`config.mk`:
```
export PLATFORM = sky130hd
export DESIGN_NAME = scwa_front_flat
export DESIGN_NICKNAME = d
export VERILOG_FILES = /design/src/scwa_pkg.sv /design/src/scwa_if.sv /design/src/scwa_front.sv /design/src/flat_wrapper.sv
export SDC_FILE = /design/constraint.sdc
export NUM_CORES = 1
export LEC_CHECK = 0
export BUFFER_PORTS_ARGS = -buffer_cell sky130_fd_sc_hd__buf_4
export CORE_MARGIN = 3
export CORE_UTILIZATION = 50
export DETAILED_ROUTE_END_ITERATION = 6
export MAX_ROUTING_LAYER = met4
export PLACE_DENSITY = 0.83
export SYNTH_ARGS = -nofsm -noshare
export SYNTH_HDL_FRONTEND = slang
export SYNTH_SLANG_ARGS = --single-unit
```
`constraint.sdc`:
```
create_clock -name clk -period 2.9 [get_ports clk]
set_input_delay 0.58 -clock clk [delete_from_list [all_inputs] [get_ports clk]]
set_output_delay 0.58 -clock clk [all_outputs]
set_load 0.01 [all_outputs]
```
`src/scwa_pkg.sv`:
```
// shared types, constants and helpers of the strip-chart window autoscale block
// no dependencies; every other file depends on this package
package scwa_pkg;

  localparam int MAX_WIDTH   = 64;
  localparam int IDX_BITS    = $clog2(MAX_WIDTH);
  localparam int FILL_BITS   = IDX_BITS + 1;
  localparam int COST_BITS   = 32;
  localparam int EPOCH_BITS  = 16;
  localparam int ROW_BITS    = 12;
  localparam int HEIGHT_BITS = 13;
  localparam int SCALE_BITS  = 11;
  localparam int VIEW_BITS   = 34;
  localparam int QUEUE_DEPTH = 2;
  localparam int QPTR_BITS   = $clog2(QUEUE_DEPTH);
  localparam int ADDR_BITS   = 5;

  localparam logic [HEIGHT_BITS-1:0] HEIGHT_MIN = HEIGHT_BITS'(2);
  localparam logic [HEIGHT_BITS-1:0] HEIGHT_MAX = HEIGHT_BITS'(4096);

  // register indexes on the config port
  localparam logic [2:0] REG_WINDOW_WIDTH = 3'd0;
  localparam logic [2:0] REG_PLOT_HEIGHT  = 3'd1;
  localparam logic [2:0] REG_INFLATE      = 3'd2;
  localparam logic [2:0] REG_GMIN_SEED    = 3'd3;
  localparam logic [2:0] REG_GMAX_SEED    = 3'd4;

  typedef enum logic [1:0] {
    OP_PUSH   = 2'd0,
    OP_CLEAR  = 2'd1,
    OP_RENDER = 2'd2
  } op_t;

  typedef struct packed {
    op_t                  op;
    logic [COST_BITS-1:0] cost;
    logic                 set;   // epoch tag is nonzero
  } cmd_t;

  typedef struct packed {
    logic [FILL_BITS-1:0]   width;
    logic [HEIGHT_BITS-1:0] height;
    logic [SCALE_BITS-1:0]  scale;
    logic [COST_BITS-1:0]   gmin_seed;
    logic [COST_BITS-1:0]   gmax_seed;
  } cfg_t;

  typedef enum logic [3:0] {
    ST_IDLE,
    ST_EV_RD,
    ST_EV_DEC,
    ST_SCAN,
    ST_VIEW_MUL,
    ST_VIEW_INFL,
    ST_VIEW_BND,
    ST_PUSH_WR,
    ST_MAP_ROW,
    ST_MAP_MIN,
    ST_REN_RD,
    ST_REN_WAIT,
    ST_EMIT
  } core_state_t;

  typedef enum logic [1:0] {
    MS_IDLE,
    MS_MUL,
    MS_ADD,
    MS_DIV
  } map_state_t;

  function automatic logic [FILL_BITS-1:0] eff_width(input logic [FILL_BITS-1:0] w);
    logic [FILL_BITS-1:0] r;
    r = w;
    if (w == '0) r = FILL_BITS'(1);
    if (w > FILL_BITS'(MAX_WIDTH)) r = FILL_BITS'(MAX_WIDTH);
    return r;
  endfunction

  function automatic logic [HEIGHT_BITS-1:0] eff_height(input logic [HEIGHT_BITS-1:0] h);
    logic [HEIGHT_BITS-1:0] r;
    r = h;
    if (h < HEIGHT_MIN) r = HEIGHT_MIN;
    if (h > HEIGHT_MAX) r = HEIGHT_MAX;
    return r;
  endfunction

endpackage

```
`src/scwa_if.sv`:
```
// valid/ready channel interfaces for input words and result words
// depends on scwa_pkg for field widths
interface scwa_item_if;
  logic                            valid;
  logic                            ready;
  logic [1:0]                      func;
  logic [scwa_pkg::COST_BITS-1:0]  cost;
  logic [scwa_pkg::EPOCH_BITS-1:0] epoch;
  modport source (output valid, func, cost, epoch, input ready);
  modport sink   (input valid, func, cost, epoch, output ready);
endinterface


```
`src/scwa_front.sv`:
```
// front end: accepts input words, decodes the function, queues commands
// depends on scwa_pkg and scwa_item_if
module scwa_front (
  input  logic            clk,
  input  logic            rst,
  scwa_item_if.sink       item,
  output logic            cmd_valid,
  input  logic            cmd_ready,
  output scwa_pkg::cmd_t  cmd
);
  import scwa_pkg::*;

  cmd_t                 queue [QUEUE_DEPTH];
  logic [QPTR_BITS-1:0] wr_ptr;
  logic [QPTR_BITS-1:0] rd_ptr;
  logic [QPTR_BITS:0]   count;
  logic                 known;
  op_t                  op_dec;
  logic                 push;
  logic                 pop;

  always_comb begin
    known  = 1'b1;
    op_dec = OP_PUSH;
    case (item.func)
      OP_PUSH:   op_dec = OP_PUSH;
      OP_CLEAR:  op_dec = OP_CLEAR;
      OP_RENDER: op_dec = OP_RENDER;
      default:   known  = 1'b0;
    endcase
  end

  assign item.ready = (count < (QPTR_BITS+1)'(QUEUE_DEPTH));
  // unknown functions are taken and dropped here
  assign push      = item.valid && item.ready && known;
  assign cmd_valid = (count != '0);
  assign pop       = cmd_valid && cmd_ready;
  assign cmd       = queue[rd_ptr];

  always_ff @(posedge clk) begin
    if (push) begin
      queue[wr_ptr] <= '{op: op_dec, cost: item.cost, set: (item.epoch != '0)};
    end
  end

  always_ff @(posedge clk) begin
    if (rst) begin
      wr_ptr <= '0;
      rd_ptr <= '0;
      count  <= '0;
    end else begin
      if (push) wr_ptr <= wr_ptr + QPTR_BITS'(1);
      if (pop)  rd_ptr <= rd_ptr + QPTR_BITS'(1);
      case ({push, pop})
        2'b10:   count <= count + (QPTR_BITS+1)'(1);
        2'b01:   count <= count - (QPTR_BITS+1)'(1);
        default: count <= count;
      endcase
    end
  end

endmodule

```
`src/flat_wrapper.sv`:
```
// flat-port wrapper written by rule: the top's interface ports become plain ports
module scwa_front_flat import scwa_pkg::*;
  (clk, rst, cmd_valid, cmd_ready, cmd, item_valid, item_func, item_cost, item_epoch, item_ready);
  scwa_item_if item_i ();
  input  logic clk;
  input  logic rst;
  output logic cmd_valid;
  input  logic cmd_ready;
  output scwa_pkg::cmd_t cmd;
  input wire logic [$bits(item_i.valid)-1:0] item_valid;
  input wire logic [$bits(item_i.func)-1:0] item_func;
  input wire logic [$bits(item_i.cost)-1:0] item_cost;
  input wire logic [$bits(item_i.epoch)-1:0] item_epoch;
  output wire logic [$bits(item_i.ready)-1:0] item_ready;
  assign item_i.valid = item_valid;
  assign item_i.func = item_func;
  assign item_i.cost = item_cost;
  assign item_i.epoch = item_epoch;
  assign item_ready = item_i.ready;
  scwa_front u_core (.clk(clk), .rst(rst), .item(item_i), .cmd_valid(cmd_valid), .cmd_ready(cmd_ready), .cmd(cmd));
endmodule
```
==> results of run 1 <==
[critical path: cells and delay by family, from the launching register on]
family | cells | cell delay [ps]
flops | 1 | 550
buf+inv | 2 | 440
mux | 1 | 360
[flip-flops by register name (all words and copies together), names as in the netlist, named ones only]
register,cells
u_core.rd_ptr,1
u_core.count,2
u_core.wr_ptr,1
u_core.queue,70
[cell usage after synthesis]
cell type / n
sky130_fd_sc_hd__edfxtp_1: 70
sky130_fd_sc_hd__mux2_2: 35
sky130_fd_sc_hd__dfxtp_1: 5
sky130_fd_sc_hd__buf_2: 4
sky130_fd_sc_hd__nor2_1: 4
sky130_fd_sc_hd__nor4_1: 4
sky130_fd_sc_hd__inv_1: 3
sky130_fd_sc_hd__a21oi_1: 2
sky130_fd_sc_hd__nand4_1: 2
sky130_fd_sc_hd__nor2b_1: 2
sky130_fd_sc_hd__xnor2_1: 2
sky130_fd_sc_hd__a31o_2: 1
sky130_fd_sc_hd__ha_1: 1
sky130_fd_sc_hd__nand2_1: 1
sky130_fd_sc_hd__nand3_1: 1
sky130_fd_sc_hd__o21a_1: 1
sky130_fd_sc_hd__o21ai_0: 1
sky130_fd_sc_hd__or2_2: 1
sky130_fd_sc_hd__or3_1: 1
sky130_fd_sc_hd__xor2_1: 1
[stage by stage]
stage	hold WS (ps)	total power [mW]	util	setup slack (ps)
after floorplan	473.4	1.827	-	214.7
after global placement	492.5	2.206	0.6847	966.8
after detailed placement	515.3	2.225	0.6847	889.8
after CTS	410.1	2.998	0.7243	583.0
after global routing	398.1	3.115	0.7243	515.1
final	425.4	2.964	0.7243	619.4
[area by class of cell]
class	instances	share of cell area
sequential	75	0.5808
timing repair buffer	95	0.1913
multi-input combinational	60	0.1471
clock buffer	12	0.04683
tap	70	0.02309
clock inverter	4	0.007916
inverter	3	0.002968
[per-layer routing]
metal  GRT usage  vias to the layer above  share of wire
met5           -                        -              0
met4     0.05743                        0         0.0054
met3     0.06166                        4          0.072
met2      0.2757                       69           0.52
met1      0.2061                      773           0.40
li1            -                      756              -
[logic make-up after synthesis]
group / Yosys count
mux: 35
xor+xnor: 3
fa+ha+maj: 1
simple gates: 16
buf+inv: 7
compound gates: 5
flops: 75
[power by group]
part | switching, mW | internal (mW) | total (mW) | leakage (nW)
logic | 0.357 | 0.450 | 0.807 | 0.647
registers | 0.0622 | 1.32 | 1.39 | 0.686
clock network | 0.354 | 0.417 | 0.770 | 0.103
total | 0.773 | 2.19 | 2.96 | 1.44
[how the worst max path moves through the flow]
stage	start	end	depth (start not counted)	slack (ps)
global route	flop	cmd[14]	3	520
finish	flop	cmd[14]	3	620
detailed placement	item_func[0]	u_core.queue[1][23]	5	890
global placement	flop	cmd[11]	3	970
CTS	flop	cmd[14]	3	580
floorplan	item_func[0]	u_core.queue[1][0]	3	210
==> impl_metrics.toml, run 1 <==
[clock_network]
clock_pin_slew_worst_setup_and_hold_paths_ps = 80
numCtsBuffers = 9
number_of_buffers_added_for_setup_after_cts = 0
cts_buffer_depth = 2
clk_root_buffer_cell = "sky130_fd_sc_hd__clkbuf_8"
insertion_delay_ps = 330
cts.htree.levels = 3
post_cts_hold_fix_bufs = 0
tritoncts = "yes"
tritoncts_num_sinks = 75
post_cts_resize_count = 0

[layout]
mostFrequentLayoutCell = "sky130_fd_sc_hd__buf_4"
syn2layout_area_growth_pct = 36.27
antenna-diode-count = 0
nets = 299
drive_gt1_frac = 0.5984
mostFrequentLayoutCells = "94 x sky130_fd_sc_hd__buf_4, 70 x sky130_fd_sc_hd__edfxtp_1, 35 x sky130_fd_sc_hd__mux2_2, 9 x sky130_fd_sc_hd__clkbuf_8"
final_std_cells_w_o_fill = 319
register_area_um2 = 2203
final_area_um2 = 3794
nFillCells = 332
multiInputGateArea_um2 = 558.0

[floorplan]
core_area_um2 = 5238
io_pins = 91
std_cell_rows = 26
fp.dieW_um = 80.62
fp.dieH_um = 80.62
initial_utilization = 0.5315
dieArea_um2 = 6499

[global_routing]
global_route.usage.total = 0.1729
grt_antenna_before_repair = 0
grt_pass1_vias = 1656
grt_max_degree = 21
globalRoute.totalOverflow = 0
grt_first_pass_wirelength_um = 7803

[setup_path]
worstSetupEndpointType = "output port"
critical_path_arrival_ps = 1700
crit-reg2reg-capture = "u_core.queue[1][23]"
critical_path.cell_chain = "buf_4, mux2_2, buf_4"
critical_path.max_fanout = 15
path_common_cell = "sky130_fd_sc_hd__buf_4"
crit-reg2reg-launch = "u_core.count[1]"
cp_slowest_cell = "sky130_fd_sc_hd__dfxtp_2"
ff2ff_path_depth = 4
worst_path_required_time_ps = 2320
worst_setup_path_start_kind = "flop"
timing.reg2reg.setup_slack_ps = 1230
crit_path_max_incr_delay_ps = 550
criticalPathCategory = "reg2out"

[synthesis]
mean_syn_cell_area_um2 = 19.61
ys.warnings.count = 0
synth_top_family_by_area = "multiplexers"
synth_area_leader_cell = "sky130_fd_sc_hd__edfxtp_1"
synth_nets = 197
synth-compound-area-share = 0.01124
synth_xor_xnor_area_share = 0.009438
synthMuxAreaShare = 0.1416
post_synth_simple_gate_area = 0.03101
synthCells = 142
synth_sequential_area_ratio = 0.7910
yosysUniqueCellTypes = 20
yosys-top-cells-area = "sky130_fd_sc_hd__edfxtp_1 76%, sky130_fd_sc_hd__mux2_2 14%, sky130_fd_sc_hd__dfxtp_1 3.6%"
synth_fa_ha_area_frac = 0.004494
netlist.area_leader.share = 0.7551
yosys_register_bits = 75
syn_area_um2 = 2784

[sta]
post_route_minimum_period_ps = 2281
period_share = 0.7864
setup_total_negative_slack_ps = 0
final.setup_skew_ps = 16.43
worst-slew-pin-transition_ps = 515.9
setup_viol = 0
max_slew_margin = 0.6552
finalMaxSlewViolations = 0
hold_viol_final = 0
rsz0062_at_grt = "no"
fmaxAchievable_mhz = 438.5

[min_path]
holdCritPathClass = "in2reg"
holdCritStartpoint = "item_cost[17]"
min_delay_worst_endpoint = "u_core.queue[1][18]"
hold-path-cell-count = 1

[detailed_routing]
detail_route.vias_per_cell = 5.022
drtIter0Drc = 53
drt_wl_total_um = 5028
drcViolationCount = 0
vias = 1602
dr.pass1.iters = 4
route.detailed.wl_per_inst_um = 15.76
drt.antenna.violating_nets = 0

[placement]
place.detailed.instances = 303
port_buffers = 90
gpl.final_weighted_congestion = 0.7447
post_placement_cell_area_um2 = 3586
hpwlAfterDp_um = 3669

[power]
peakVddDrop_uv = 467.4
power_density_nw_per_um2 = 781.3
cellLeakagePower_nw = 1.436

[outcome]
outcome = "finished, final reports clean"

[flow_run]
number_of_maximum_capacitance_constraint_violations = 0
(Power assumes the default switching activity.)
==> inputs of run 2 (changes only) <==
Settings changed: ABC_AREA from default to 1, CORE_UTILIZATION 50 to 46, PLACE_DENSITY 0.83 to 0.8.
Clock period 2.9 ns to 1.9 ns, I/O delays scaled along.
==> run 2 against run 1 <==
  * First-iteration DRC count is 51% higher
  * Total power is 35% higher
  * Worst setup slack worse by 520 ps
  * Critical path type unchanged
  * Critical endpoint is now cmd[19]
  * Largest cell class unchanged
==> impl_metrics.toml, run 2 <==
[outcome]
outcome = "finished, final reports clean"

[sta]
max_slew_margin = 0.8070
hold_viol_final = 0
final.setup_skew_ps = 7.872
hold-worst-slack_ps = 230.8
worst-slew-pin-transition_ps = 288.6
fmaxAchievable_mhz = 555.7
setup_viol = 0
rsz0062_at_grt = "no"
postLayoutSetupSlackWorst_ps = 100.5
finalMaxSlewViolations = 0
period_share = 0.9471
post_route_minimum_period_ps = 1800
setup_total_negative_slack_ps = 0

[synthesis]
synthCells = 166
synth_area_leader_cell = "sky130_fd_sc_hd__edfxtp_1"
synth_top_flop_cell = "sky130_fd_sc_hd__edfxtp_1"
count_of_flip_flops_with_a_built_in_enable_after_synthesis = 70
synth_nets = 221
mean_syn_cell_area_um2 = 18.02
yosys_register_bits = 75
ys.warnings.count = 0
synthMostInstantiatedCell = "sky130_fd_sc_hd__edfxtp_1"
synth_sequential_area_ratio = 0.7361
async_reset_ff_frac = 0
yosys-top-cells-area = "sky130_fd_sc_hd__edfxtp_1 70%, sky130_fd_sc_hd__mux2_4 15%, sky130_fd_sc_hd__dfxtp_1 3.3%"
netlist.area_leader.share = 0.7026
yosysUniqueCellTypes = 14
yosys-top-cells-count = "70 x sky130_fd_sc_hd__edfxtp_1, 30 x sky130_fd_sc_hd__mux2_4, 22 x sky130_fd_sc_hd__nor2_1"
syn_area_um2 = 2992

[setup_path]
worst_path_required_time_ps = 1520
critical_path_arrival_ps = 1420
crit-reg2reg-capture = "u_core.count[1]"
critical_path.max_fanout = 17
ff2ff_path_depth = 8
worstSetupEndpointType = "output port"
criticalPathCategory = "reg2out"
worst_setup_path_start_kind = "flop"
timing.reg2reg.setup_slack_ps = 440
cp-endpoint = "cmd[19]"
crit-reg2reg-launch = "u_core.count[1]"

[layout]
mostFrequentLayoutCells = "90 x sky130_fd_sc_hd__buf_4, 70 x sky130_fd_sc_hd__edfxtp_1, 30 x sky130_fd_sc_hd__mux2_4, 20 x sky130_fd_sc_hd__nor2_1, 14 x sky130_fd_sc_hd__nand2_1"
multiInputGateArea_um2 = 695.7
nFillCells = 458
largest_register_ff_count = 70
nets = 322
syn2layout_area_growth_pct = 31.45
mostFrequentLayoutCell = "sky130_fd_sc_hd__buf_4"
antenna-diode-count = 0
register_area_um2 = 2203
drive_gt1_frac = 0.5331
final_std_cells_w_o_fill = 347
max_flop_register = "u_core.queue"
largest_registers = "u_core.queue: 70 flops, u_core.count: 2 flops"

[placement]
hpwlAfterDp_um = 3512
gpl.final_weighted_congestion = 0.6531
place.detailed.instances = 331
dpl_worst_slack_ps = 281.5
port_buffers = 90

[floorplan]
dieArea_um2 = 7507
std_cell_rows = 28
fp.dieW_um = 86.65
initial_utilization = 0.4908
fp.dieH_um = 86.65
core_area_um2 = 6096
io_pins = 91

[clock_network]
tritoncts = "yes"
tritoncts_num_sinks = 75
post_cts_resize_count = 0
clock_pin_slew_worst_setup_and_hold_paths_ps = 70
cts.htree.levels = 3
cts_buffer_depth = 2
numCtsBuffers = 9
insertion_delay_ps = 330
clk_root_buffer_cell = "sky130_fd_sc_hd__clkbuf_8"
post_cts_hold_fix_bufs = 0
number_of_buffers_added_for_setup_after_cts = 0

[detailed_routing]
vias = 1624
drt_wl_total_um = 4951
drt.antenna.violating_nets = 0
detail_route.vias_per_cell = 4.680
dr.pass1.iters = 3
route.detailed.wl_per_inst_um = 14.27
drtIter0Drc = 80
drcViolationCount = 0

[global_routing]
grt_antenna_before_repair = 0
grt_pass1_vias = 1664
global_route.usage.total = 0.1430
grt_first_pass_wirelength_um = 7693
grt_max_degree = 37
globalRoute.totalOverflow = 0

[power]
totalPowerFinal_mw = 4.002
cellLeakagePower_nw = 1.592
power_density_nw_per_um2 = 1018
peakVddDrop_uv = 628.9

[min_path]
holdCritPathClass = "in2reg"

[flow_run]
number_of_maximum_capacitance_constraint_violations = 0
==> run 2: cell types whose count changed after synthesis, moves of 3 or more <==
cell                      delta
sky130_fd_sc_hd__mux2_2     -30
sky130_fd_sc_hd__nand2_1    +13
sky130_fd_sc_hd__inv_1       +7
sky130_fd_sc_hd__buf_12      +3
sky130_fd_sc_hd__mux2_4     +30
sky130_fd_sc_hd__nor2_1     +18
sky130_fd_sc_hd__nor4_1      -4
sky130_fd_sc_hd__buf_2       -4
==> run 2: logic make-up (layout without fill, tap and decap cells) <==
group / Yosys count / in the layout / synth area share
flip-flops: 75 / 75 / 0.7361
AND/OR/NAND/NOR: 38 / 38 / 0.04893
multiplexers: 35 / 35 / 0.1694
buffers and inverters: 14 / 120 / 0.03639
AO/OA/AOI/OAI: 3 / 3 / 0.005017
adder cells (fa/ha/maj): 1 / 1 / 0.004182
==> run 2: critical path, stage by stage, from the launching register on <==
cell                      delay, ps
sky130_fd_sc_hd__dfxtp_2        350
sky130_fd_sc_hd__buf_6          230
sky130_fd_sc_hd__mux2_2         370
sky130_fd_sc_hd__buf_4          140
==> run 2: worst min-delay path by stage <==
stage / cells past startpoint / end / start
global route: 1 / u_core.queue[0][26] / item_cost[25]
floorplan: 2 / flop / u_core.rd_ptr
detailed placement: 2 / u_core.count[1] / u_core.count[1]
global placement: 2 / u_core.rd_ptr / u_core.rd_ptr
finish: 1 / u_core.queue[0][18] / item_cost[17]
CTS: 1 / u_core.queue[0][18] / item_cost[17]
==> run 2: per-stage QoR <==
| step | instance area, µm² | util |
|---|---|---|
| final | 3933 | 0.6451 |
| after global routing | 3933 | 0.6451 |
| after CTS | 3925 | 0.6439 |
| after detailed placement | 3761 | 0.6170 |
| after global placement | 3761 | 0.6170 |
| after floorplan | 2997 | - |
==> run 2: power breakdown <==
part | switching [mW] | leakage (nW) | total, mW | internal (mW)
Sequential | 0.0453 | 0.685 | 2.02 | 1.97
Clock | 0.509 | 0.0872 | 1.01 | 0.505
Combinational | 0.426 | 0.819 | 0.969 | 0.543
Total | 0.981 | 1.59 | 4.00 | 3.02
==> run 2: final cells by class <==
cell class	instances	share of cell area
repair buffers	94	0.1877
flip-flops and latches	75	0.5603
inverters	10	0.009545
multi-input cells	77	0.1769
clock inverters	3	0.003818
clock buffers	13	0.03786
well taps	75	0.02386
==> run 2: layer usage <==
metal  track usage  vias to the layer above  routed length [µm]  part of all wire
met2        0.2413                       65                2653              0.54
li1              -                      804                   -                 -
met5             -                        -                   0                 0
met3       0.04278                       11                 353             0.071
met1        0.1582                      744                1854              0.37
met4       0.05807                        0                  89             0.018
